===== config.mk =====
export PLATFORM = sky130hd
export DESIGN_NAME = contiguous_range_allocator_flat
export DESIGN_NICKNAME = d
export VERILOG_FILES = /design/src/sv/cra_pkg.sv /design/src/sv/cra_if.sv /design/src/sv/contiguous_range_allocator.sv /design/src/sv/cra_mem.sv /design/src/flat_wrapper.sv
export VERILOG_INCLUDE_DIRS = /design/src /design/src/sv
export SDC_FILE = /design/constraint.sdc
export NUM_CORES = 2
export LEC_CHECK = 0
export ABC_AREA = 1
export CORE_ASPECT_RATIO = 1.4
export CORE_MARGIN = 1
export CORE_UTILIZATION = 60
export DETAILED_ROUTE_END_ITERATION = 10
export DONT_BUFFER_PORTS = 1
export PLACE_DENSITY = 0.78
export REMOVE_ABC_BUFFERS = 1
export SYNTH_ARGS = -nofsm -noshare
export SYNTH_HDL_FRONTEND = slang
export SYNTH_SLANG_ARGS = --single-unit

===== constraint.sdc =====
create_clock -name i_clk -period 18.6 [get_ports i_clk]
set_input_delay 3.72 -clock i_clk [delete_from_list [all_inputs] [get_ports i_clk]]
set_output_delay 3.72 -clock i_clk [all_outputs]
set_load 0.02 [all_outputs]

===== src/sv/contiguous_range_allocator_defines.svh =====
// ----------------------------------------------------------------------------
// Contiguous range allocator assertion macros
// Shared concurrent assertion wrappers; empty when SYNTH is defined.
// ----------------------------------------------------------------------------
`ifndef CONTIGUOUS_RANGE_ALLOCATOR_DEFINES_SVH
`define CONTIGUOUS_RANGE_ALLOCATOR_DEFINES_SVH

`ifndef SYNTH
`define CRA_ASSERT_IMPL(name, clk, rst_n, ante, cons) \
    name: assert property (@(posedge clk) disable iff (!(rst_n)) (ante) |-> (cons)) \
        else $error("assertion failed: same-cycle implication");
`define CRA_ASSERT_NEXT(name, clk, rst_n, ante, cons) \
    name: assert property (@(posedge clk) disable iff (!(rst_n)) (ante) |=> (cons)) \
        else $error("assertion failed: next-cycle implication");
`else
`define CRA_ASSERT_IMPL(name, clk, rst_n, ante, cons)
`define CRA_ASSERT_NEXT(name, clk, rst_n, ante, cons)
`endif

`endif


===== src/sv/cra_pkg.sv =====
// ----------------------------------------------------------------------------
// Contiguous range allocator package
// Table size, derived widths, operation codes and channel payload types.
// ----------------------------------------------------------------------------
`default_nettype none

package cra_pkg;

    localparam int ENTRIES = 1024;
    localparam int ADDR_W  = (ENTRIES > 1) ? $clog2(ENTRIES) : 1;
    localparam int RUN_W   = (ADDR_W + 1 > 11) ? ADDR_W + 1 : 11;
    localparam int EXT_W   = (ADDR_W + 1 > 10) ? ADDR_W + 1 : 10;

    localparam logic [1:0] OP_ALLOC = 2'd0;
    localparam logic [1:0] OP_FREE  = 2'd1;
    localparam logic [1:0] OP_QUERY = 2'd2;

    typedef struct packed {
        logic [1:0]  operation;
        logic [10:0] run_length;
        logic [9:0]  entry_index;
    } t_req;

    typedef struct packed {
        logic       ok;
        logic [9:0] run_start;
        logic       entry_free;
    } t_rsp;

    typedef struct packed {
        logic              wr_en;
        logic [ADDR_W-1:0] wr_addr;
        logic              wr_data;
        logic [ADDR_W-1:0] rd_addr;
    } t_mem_req;

endpackage

`default_nettype wire


===== src/sv/cra_if.sv =====
// ----------------------------------------------------------------------------
// Contiguous range allocator channels
// Valid/ready request and response channels with packed payloads.
// ----------------------------------------------------------------------------
`default_nettype none

interface cra_req_if;
    logic          valid;
    logic          ready;
    cra_pkg::t_req payload;
    modport source (output valid, output payload, input ready);
    modport sink (input valid, input payload, output ready);
endinterface

interface cra_rsp_if;
    logic          valid;
    logic          ready;
    cra_pkg::t_rsp payload;
    modport source (output valid, output payload, input ready);
    modport sink (input valid, input payload, output ready);
endinterface

`default_nettype wire


===== src/sv/contiguous_range_allocator.sv =====
// ----------------------------------------------------------------------------
// Contiguous range allocator
// First-fit allocation of runs of free entries in a one-bit occupancy table.
// ----------------------------------------------------------------------------
// Usage:
//   i_req carries operation, run_length and entry_index; o_rsp returns ok,
//   run_start and entry_free, one response per request, in order.
//   Allocate reads the occupancy memory one entry per cycle from entry 0,
//   then writes the found run one entry per cycle. Free clears an in-range
//   entry when the request is taken; query reads the entry then and answers
//   from the registered read. The one-read-per-cycle memory port sets the
//   allocate time; one request is in work at a time.
//   After reset the block clears the memory, one entry per cycle, with
//   i_req.ready low; then every entry is free.
//   The response sits in an output register; while o_rsp is stalled the
//   block still takes a new request and works on it, and holds its result
//   until the output register drains.
// ----------------------------------------------------------------------------
`default_nettype none
`include "contiguous_range_allocator_defines.svh"

module contiguous_range_allocator (
    input  wire logic i_clk,
    input  wire logic i_rst_n,
    cra_req_if.sink   i_req,
    cra_rsp_if.source o_rsp
);

    localparam logic [2:0] ST_CLEAR = 3'd0;
    localparam logic [2:0] ST_IDLE  = 3'd1;
    localparam logic [2:0] ST_SCAN  = 3'd2;
    localparam logic [2:0] ST_MARK  = 3'd3;
    localparam logic [2:0] ST_QWAIT = 3'd4;
    localparam logic [2:0] ST_RESP  = 3'd5;

    localparam logic [cra_pkg::ADDR_W-1:0] LAST = cra_pkg::ADDR_W'(cra_pkg::ENTRIES - 1);

    logic [2:0]                   r_state, n_state;
    logic [cra_pkg::ADDR_W-1:0]   r_issue, n_issue;
    logic                         r_iss_more, n_iss_more;
    logic                         r_chk_vld, n_chk_vld;
    logic [cra_pkg::ADDR_W-1:0]   r_chk_idx, n_chk_idx;
    logic [cra_pkg::RUN_W-1:0]    r_run, n_run;
    logic [cra_pkg::RUN_W-1:0]    r_want, n_want;
    logic [cra_pkg::ADDR_W-1:0]   r_mark, n_mark;
    logic [cra_pkg::ADDR_W-1:0]   r_mark_end, n_mark_end;
    logic                         r_q_range, n_q_range;
    cra_pkg::t_rsp                r_res, n_res;
    cra_pkg::t_rsp                r_out;
    logic                         r_out_vld, n_out_vld;

    cra_pkg::t_mem_req            mem_req;
    logic                         rd_data;
    cra_pkg::t_req                req;
    logic [cra_pkg::EXT_W-1:0]    idx_ext;
    logic                         in_range;
    logic [cra_pkg::ADDR_W-1:0]   in_addr;
    logic [cra_pkg::RUN_W-1:0]    want_in;
    logic                         accept;
    logic [cra_pkg::RUN_W-1:0]    run_nx;
    logic [cra_pkg::RUN_W-1:0]    start_w;
    logic                         hit;
    logic                         load;

    cra_mem u_mem (
        .i_clk     (i_clk),
        .i_mem     (mem_req),
        .o_rd_data (rd_data)
    );

    assign req      = i_req.payload;
    assign idx_ext  = cra_pkg::EXT_W'(req.entry_index);
    assign in_range = idx_ext < cra_pkg::EXT_W'(cra_pkg::ENTRIES);
    assign in_addr  = cra_pkg::ADDR_W'(idx_ext);
    assign want_in  = (req.run_length == '0) ? cra_pkg::RUN_W'(1)
                                             : cra_pkg::RUN_W'(req.run_length);
    assign accept   = i_req.valid && i_req.ready;
    assign run_nx   = r_run + cra_pkg::RUN_W'(1);
    assign start_w  = cra_pkg::RUN_W'(r_chk_idx) + cra_pkg::RUN_W'(1) - run_nx;
    assign hit      = r_chk_vld && !rd_data && (run_nx >= r_want);
    assign load     = (r_state == ST_RESP) && (!r_out_vld || o_rsp.ready);

    assign i_req.ready   = (r_state == ST_IDLE);
    assign o_rsp.valid   = r_out_vld;
    assign o_rsp.payload = r_out;

    always_comb begin
        n_state    = r_state;
        n_issue    = r_issue;
        n_iss_more = r_iss_more;
        n_chk_vld  = r_chk_vld;
        n_chk_idx  = r_chk_idx;
        n_run      = r_run;
        n_want     = r_want;
        n_mark     = r_mark;
        n_mark_end = r_mark_end;
        n_q_range  = r_q_range;
        n_res      = r_res;
        mem_req.wr_en   = 1'b0;
        mem_req.wr_addr = r_mark;
        mem_req.wr_data = 1'b1;
        mem_req.rd_addr = r_issue;
        case (r_state)
            ST_CLEAR: begin
                mem_req.wr_en   = 1'b1;
                mem_req.wr_addr = r_issue;
                mem_req.wr_data = 1'b0;
                n_issue         = r_issue + cra_pkg::ADDR_W'(1);
                if (r_issue == LAST) begin
                    n_state = ST_IDLE;
                end
            end
            ST_IDLE: begin
                mem_req.rd_addr = in_addr;
                if (accept) begin
                    case (req.operation)
                        cra_pkg::OP_ALLOC: begin
                            n_want     = want_in;
                            n_run      = '0;
                            n_issue    = '0;
                            n_iss_more = 1'b1;
                            n_chk_vld  = 1'b0;
                            n_state    = ST_SCAN;
                        end
                        cra_pkg::OP_FREE: begin
                            mem_req.wr_en   = in_range;
                            mem_req.wr_addr = in_addr;
                            mem_req.wr_data = 1'b0;
                            n_res.ok         = 1'b1;
                            n_res.run_start  = '0;
                            n_res.entry_free = 1'b0;
                            n_state          = ST_RESP;
                        end
                        cra_pkg::OP_QUERY: begin
                            n_q_range = in_range;
                            n_state   = ST_QWAIT;
                        end
                        default: begin
                            n_res   = '0;
                            n_state = ST_RESP;
                        end
                    endcase
                end
            end
            ST_SCAN: begin
                n_chk_vld = r_iss_more;
                n_chk_idx = r_issue;
                if (r_iss_more) begin
                    n_issue = r_issue + cra_pkg::ADDR_W'(1);
                    if (r_issue == LAST) begin
                        n_iss_more = 1'b0;
                    end
                end
                if (r_chk_vld) begin
                    if (rd_data) begin
                        n_run = '0;
                    end else if (hit) begin
                        n_mark           = cra_pkg::ADDR_W'(start_w);
                        n_mark_end       = r_chk_idx;
                        n_res.ok         = 1'b1;
                        n_res.run_start  = 10'(start_w);
                        n_res.entry_free = 1'b0;
                        n_state          = ST_MARK;
                    end else begin
                        n_run = run_nx;
                    end
                    if (!hit && (r_chk_idx == LAST)) begin
                        n_res   = '0;
                        n_state = ST_RESP;
                    end
                end
            end
            ST_MARK: begin
                mem_req.wr_en   = 1'b1;
                mem_req.wr_addr = r_mark;
                mem_req.wr_data = 1'b1;
                n_mark          = r_mark + cra_pkg::ADDR_W'(1);
                if (r_mark == r_mark_end) begin
                    n_state = ST_RESP;
                end
            end
            ST_QWAIT: begin
                n_res.ok         = 1'b1;
                n_res.run_start  = '0;
                n_res.entry_free = r_q_range && !rd_data;
                n_state          = ST_RESP;
            end
            ST_RESP: begin
                if (load) begin
                    n_state = ST_IDLE;
                end
            end
            default: begin
                n_state = ST_IDLE;
            end
        endcase
    end

    always_comb begin
        n_out_vld = r_out_vld && !o_rsp.ready;
        if (load) begin
            n_out_vld = 1'b1;
        end
    end

    always_ff @(posedge i_clk) begin
        if (!i_rst_n) begin
            r_state    <= ST_CLEAR;
            r_issue    <= '0;
            r_iss_more <= 1'b0;
            r_chk_vld  <= 1'b0;
            r_run      <= '0;
            r_out_vld  <= 1'b0;
        end else begin
            r_state    <= n_state;
            r_issue    <= n_issue;
            r_iss_more <= n_iss_more;
            r_chk_vld  <= n_chk_vld;
            r_run      <= n_run;
            r_out_vld  <= n_out_vld;
        end
    end

    always_ff @(posedge i_clk) begin
        r_chk_idx  <= n_chk_idx;
        r_want     <= n_want;
        r_mark     <= n_mark;
        r_mark_end <= n_mark_end;
        r_q_range  <= n_q_range;
        r_res      <= n_res;
        if (load) begin
            r_out <= r_res;
        end
    end

    `CRA_ASSERT_IMPL(a_run_below_want, i_clk, i_rst_n, r_state == ST_SCAN, r_run < r_want)
    `CRA_ASSERT_IMPL(a_mark_in_run, i_clk, i_rst_n, r_state == ST_MARK, r_mark <= r_mark_end)
    `CRA_ASSERT_IMPL(a_write_states, i_clk, i_rst_n, mem_req.wr_en, (r_state == ST_CLEAR) || (r_state == ST_MARK) || (r_state == ST_IDLE))
    `CRA_ASSERT_NEXT(a_mark_sets_busy, i_clk, i_rst_n, (r_state == ST_MARK) && (r_mark == r_mark_end), r_state == ST_RESP)

endmodule

`default_nettype wire


===== src/sv/cra_mem.sv =====
// ----------------------------------------------------------------------------
// Occupancy memory
// One bit per entry, one write and one registered read per cycle.
// ----------------------------------------------------------------------------
`default_nettype none

module cra_mem (
    input  wire logic              i_clk,
    input  wire cra_pkg::t_mem_req i_mem,
    output logic                   o_rd_data
);

    logic r_mem [cra_pkg::ENTRIES];
    logic r_rd_data;

    always_ff @(posedge i_clk) begin
        if (i_mem.wr_en) begin
            r_mem[i_mem.wr_addr] <= i_mem.wr_data;
        end
        r_rd_data <= r_mem[i_mem.rd_addr];
    end

    assign o_rd_data = r_rd_data;

endmodule

`default_nettype wire


===== src/flat_wrapper.sv =====
// flat-port wrapper written by rule: the top's interface ports become plain ports
module contiguous_range_allocator_flat 
  (i_clk, i_rst_n, i_req_valid, i_req_payload, i_req_ready, o_rsp_valid, o_rsp_payload, o_rsp_ready);
  cra_req_if i_req_i ();
  cra_rsp_if o_rsp_i ();
  input  wire logic i_clk;
  input  wire logic i_rst_n;
  input wire logic [$bits(i_req_i.valid)-1:0] i_req_valid;
  input wire logic [$bits(i_req_i.payload)-1:0] i_req_payload;
  output wire logic [$bits(i_req_i.ready)-1:0] i_req_ready;
  output wire logic [$bits(o_rsp_i.valid)-1:0] o_rsp_valid;
  output wire logic [$bits(o_rsp_i.payload)-1:0] o_rsp_payload;
  input wire logic [$bits(o_rsp_i.ready)-1:0] o_rsp_ready;
  assign i_req_i.valid = i_req_valid;
  assign i_req_i.payload = i_req_payload;
  assign i_req_ready = i_req_i.ready;
  assign o_rsp_valid = o_rsp_i.valid;
  assign o_rsp_payload = o_rsp_i.payload;
  assign o_rsp_i.ready = o_rsp_ready;
  contiguous_range_allocator u_core (.i_clk(i_clk), .i_rst_n(i_rst_n), .i_req(i_req_i), .o_rsp(o_rsp_i));
endmodule

==> key figures <==
Run status
  – Run status: complete, but fails checks
  – Failing checks: design-rule violations

STA
  – Fmax: roughly 0.14 GHz
  – Post-layout min period: about 7.3 ns
  – Final Max Tran Viols: 0
  – Fin Hold WS: around 0.43 ns
  – Worst slew margin: roughly an eighth
  – # setup viols final: 0
  – Setup Skew: 0.0285 ns
  – Period utilization: 39.4%
  – Final Hold Viols: 0
  – RSZ-0062 raised after global routing: false
  – Worst-Margin Slew: roughly 1.3 ns

Synth
  – Area leader, netlist: edfxtp_1
  – Syn Std Cell Area: approximately 0.053 mm2
  – Ys async rst share: 0%
  – Yosys warns: 0
  – Yosys cell types: between 40 and 50
  – Ranking of synthesized cells by area: edfxtp_1, nor2_1, nand2_1, nand3_1, inv_1
  – Cells after Synth: between 5000 and 6000
  – Ys flop type: edfxtp_1
  – Register area share after synthesis: 63.0%
  – Share of the synthesized area in the top cell type: just over 60%
  – Synthesized area per cell: 9.54 um2
  – Synth Register Bits: approximately 1100
  – Number of flops mapped to enable cells by yosys: approximately 1100

Power
  – Static Leak: 20.4 nW
  – P_sw: 0.00355 W
  – Gate power share: 37.8%
  – Pwr Density: between 150 and 200 mW/mm2
  – Internal power: roughly 0.0052 W
  – Clock share of power: between 20% and 30%
  – Sw Ratio: 40.5%
  – Peak VDD IR: between 0.15 and 0.2 mV
  – Sequential power share: about 39%

Job
  – Maximum capacitance violations: 0

Detailed routing
  – Total wire length: ~150000 um
  – Vias per cell: just over 6
  – Initial DRC count: 6337
  – DRC: 1
  – Post-route ant nets: 0
  – Via count: 40200
  – Drt wl/cell: 23.2 um
  – Pre-antenna DRT Iters: 9

Floorplanning
  – Core Area: between 0.08 and 0.09 mm2
  – Die H: 353 um
  – Row cnt: 128
  – Die area: roughly 0.089 mm2
  – Initial Util: between 60% and 70%
  – IO Count: 41
  – Die width: around 250 um

Critical path
  – Kind of critical path: input port to flop
  – Worst setup EP type: flop
  – CP startpoint kind: input port
  – Reg2reg path depth: 18
  – CP max FO: 70
  – Critical Path AT: 7.97 ns
  – Required time of the critical path: 19.24 ns

Finish
  – Most frequent cells in the layout: nor2_1, edfxtp_1, nand2_1
  – Non-filler cells, final: around 6500
  – Most common cell after layout, fill and taps aside: nor2_1
  – Final nets: between 5000 and 6000
  – P&R area growth vs syn: 6.93%
  – Final core utilization: roughly two thirds
  – N_diodes: 0
  – Post-route design area: ~0.056 mm2
  – Layout cells sized above 1: 5.35%

Placed design
  – # port buffers: 0
  – Placed Instances: 6330
  – Area after DPL: between 0.05 and 0.06 mm2
  – Placer Congestion: roughly 0.9
  – Final HPWL DP: ~75000 um

Clock network
  – Cts bufs inserted: between 90 and 100
  – CTS H-tree lvls: 3
  – Setup Buffers After CTS: 0
  – Cell chosen for the clock root: clkbuf_16
  – CTS tree: done
  – Post-CTS Resized: 0
  – Clk slew on worst S/H paths: approximately 0.060 ns
  – Worst skew pair latency: around 0.7 ns
  – CTS sink count: between 1000 and 1500
  – CTS Hold Buffers Added: 0
  – CTS max path bufs: 3

Worst hold path
  – Hold WC Path Type: flop to flop
  – Hold Path Stages: 0

Global routing
  – Largest net degree at the start of global routing: ~320
  – Global-route wire length before repair: 224000 um
  – Antenna violations before repair: 2
  – Total track usage: approximately a third
  – Vias in the first global route: 38200
  – Global route overflow: 0
cells in the mapped netlist, types with 4 or more instances:
cell and instances:
nor2_1 1106, nand2_1 1100, edfxtp_1 1089, nand3_1 675
inv_1 483, clkbuf_1 272, o211ai_1 156, o21ai_0 127
nand3b_1 126, buf_2 87, buf_1 79, a21oi_1 45
ha_1 31, dfxtp_1 28, xor2_1 19, inv_2 15
nor3_1 14, nor3_2 8, o21a_1 8, a22oi_1 7
xnor2_1 6, nor4_1 5, o21bai_1 5, a211oi_1 4
nand4_1 4, o21ai_1 4
cell families after synthesis:
logic type      after synthesis  synth area share (%)
compound gates              369                  4.47
flops                      1117                  63.0
fa+ha+maj                    32                 0.772
xor+xnor                     25                 0.415
simple gates               3052                  24.5
buf+inv                     938                  6.87
power groups by stage:
stage               clock network, W  registers, W  logic (W)
floorplan                          0       0.00365    0.00251
global placement                   0       0.00343    0.00313
detailed placement                 0       0.00343    0.00319
CTS                          0.00206       0.00338    0.00321
global route                 0.00215       0.00339    0.00354
finish                       0.00206       0.00338    0.00331
area by class of cell:
type                    instances  area, um2
fillers                      6650      30700
repair buffers                 65        563
flip-flops and latches       1117      33300
multi-input cells            3478      16100
inverters                     500       1900
well taps                    1170       1460
clock buffers                 125       2660
clock inverters                58        541
sequential cells by signal (all words and copies together), names as in the netlist, 3 cells and up:
register              flops
u_core.o_rsp.payload     12
u_core.r_res             12
u_core.r_mark            10
u_core.r_chk_idx         10
u_core.r_run             11
u_core.r_state            3
u_core.r_want            11
u_core.r_issue           10
u_core.u_mem.r_mem     1024
u_core.r_mark_end        10
through the flow:
step	total power, W	TNS [ns]	worst slack [ns]
floorplan	0.00616	-7.99	-7.99
CTS	0.00865	0	11.46
global route	0.00908	0	11.07
detailed placement	0.00663	0	10.80
global placement	0.00656	0	10.85
finish	0.00876	0	11.27
critical path, cell delays in order:
cell and delay (ns):
inv_1 0.04, nand3_4 0.30, nand2_4 0.55, inv_6 0.72, buf_4 0.74, nand2_1 0.11
nand2_1 0.09, nand2_1 0.05, nand3_1 0.12, nand3_1 0.08, nand3_1 0.15, nand3_1 0.47
nand3_1 0.29, nand3_1 0.13, nand3_1 0.12, nand3_1 0.09, nand2_1 0.11
final timing paths:
check                    start                 endpoint  slack (ns)
max           i_req_payload[0]   u_core.u_mem.o_rd_data       11.27
min            u_core.r_res[1]  u_core.o_rsp.payload[1]        0.43
max reg2reg  u_core.r_state[2]   u_core.u_mem.o_rd_data       13.17
min reg2reg    u_core.r_res[1]  u_core.o_rsp.payload[1]        0.43
routing by layer:
layer | up-vias | track usage, % | share of wire (%)
li1 | 17800 | - | -
met1 | 19000 | 41.2 | 33
met2 | 2686 | 53.9 | 46
met3 | 631 | 7.11 | 13
met4 | 4 | 23.5 | 7.8
met5 | - | 0 | 0.025
(Power assumes the default switching activity.)
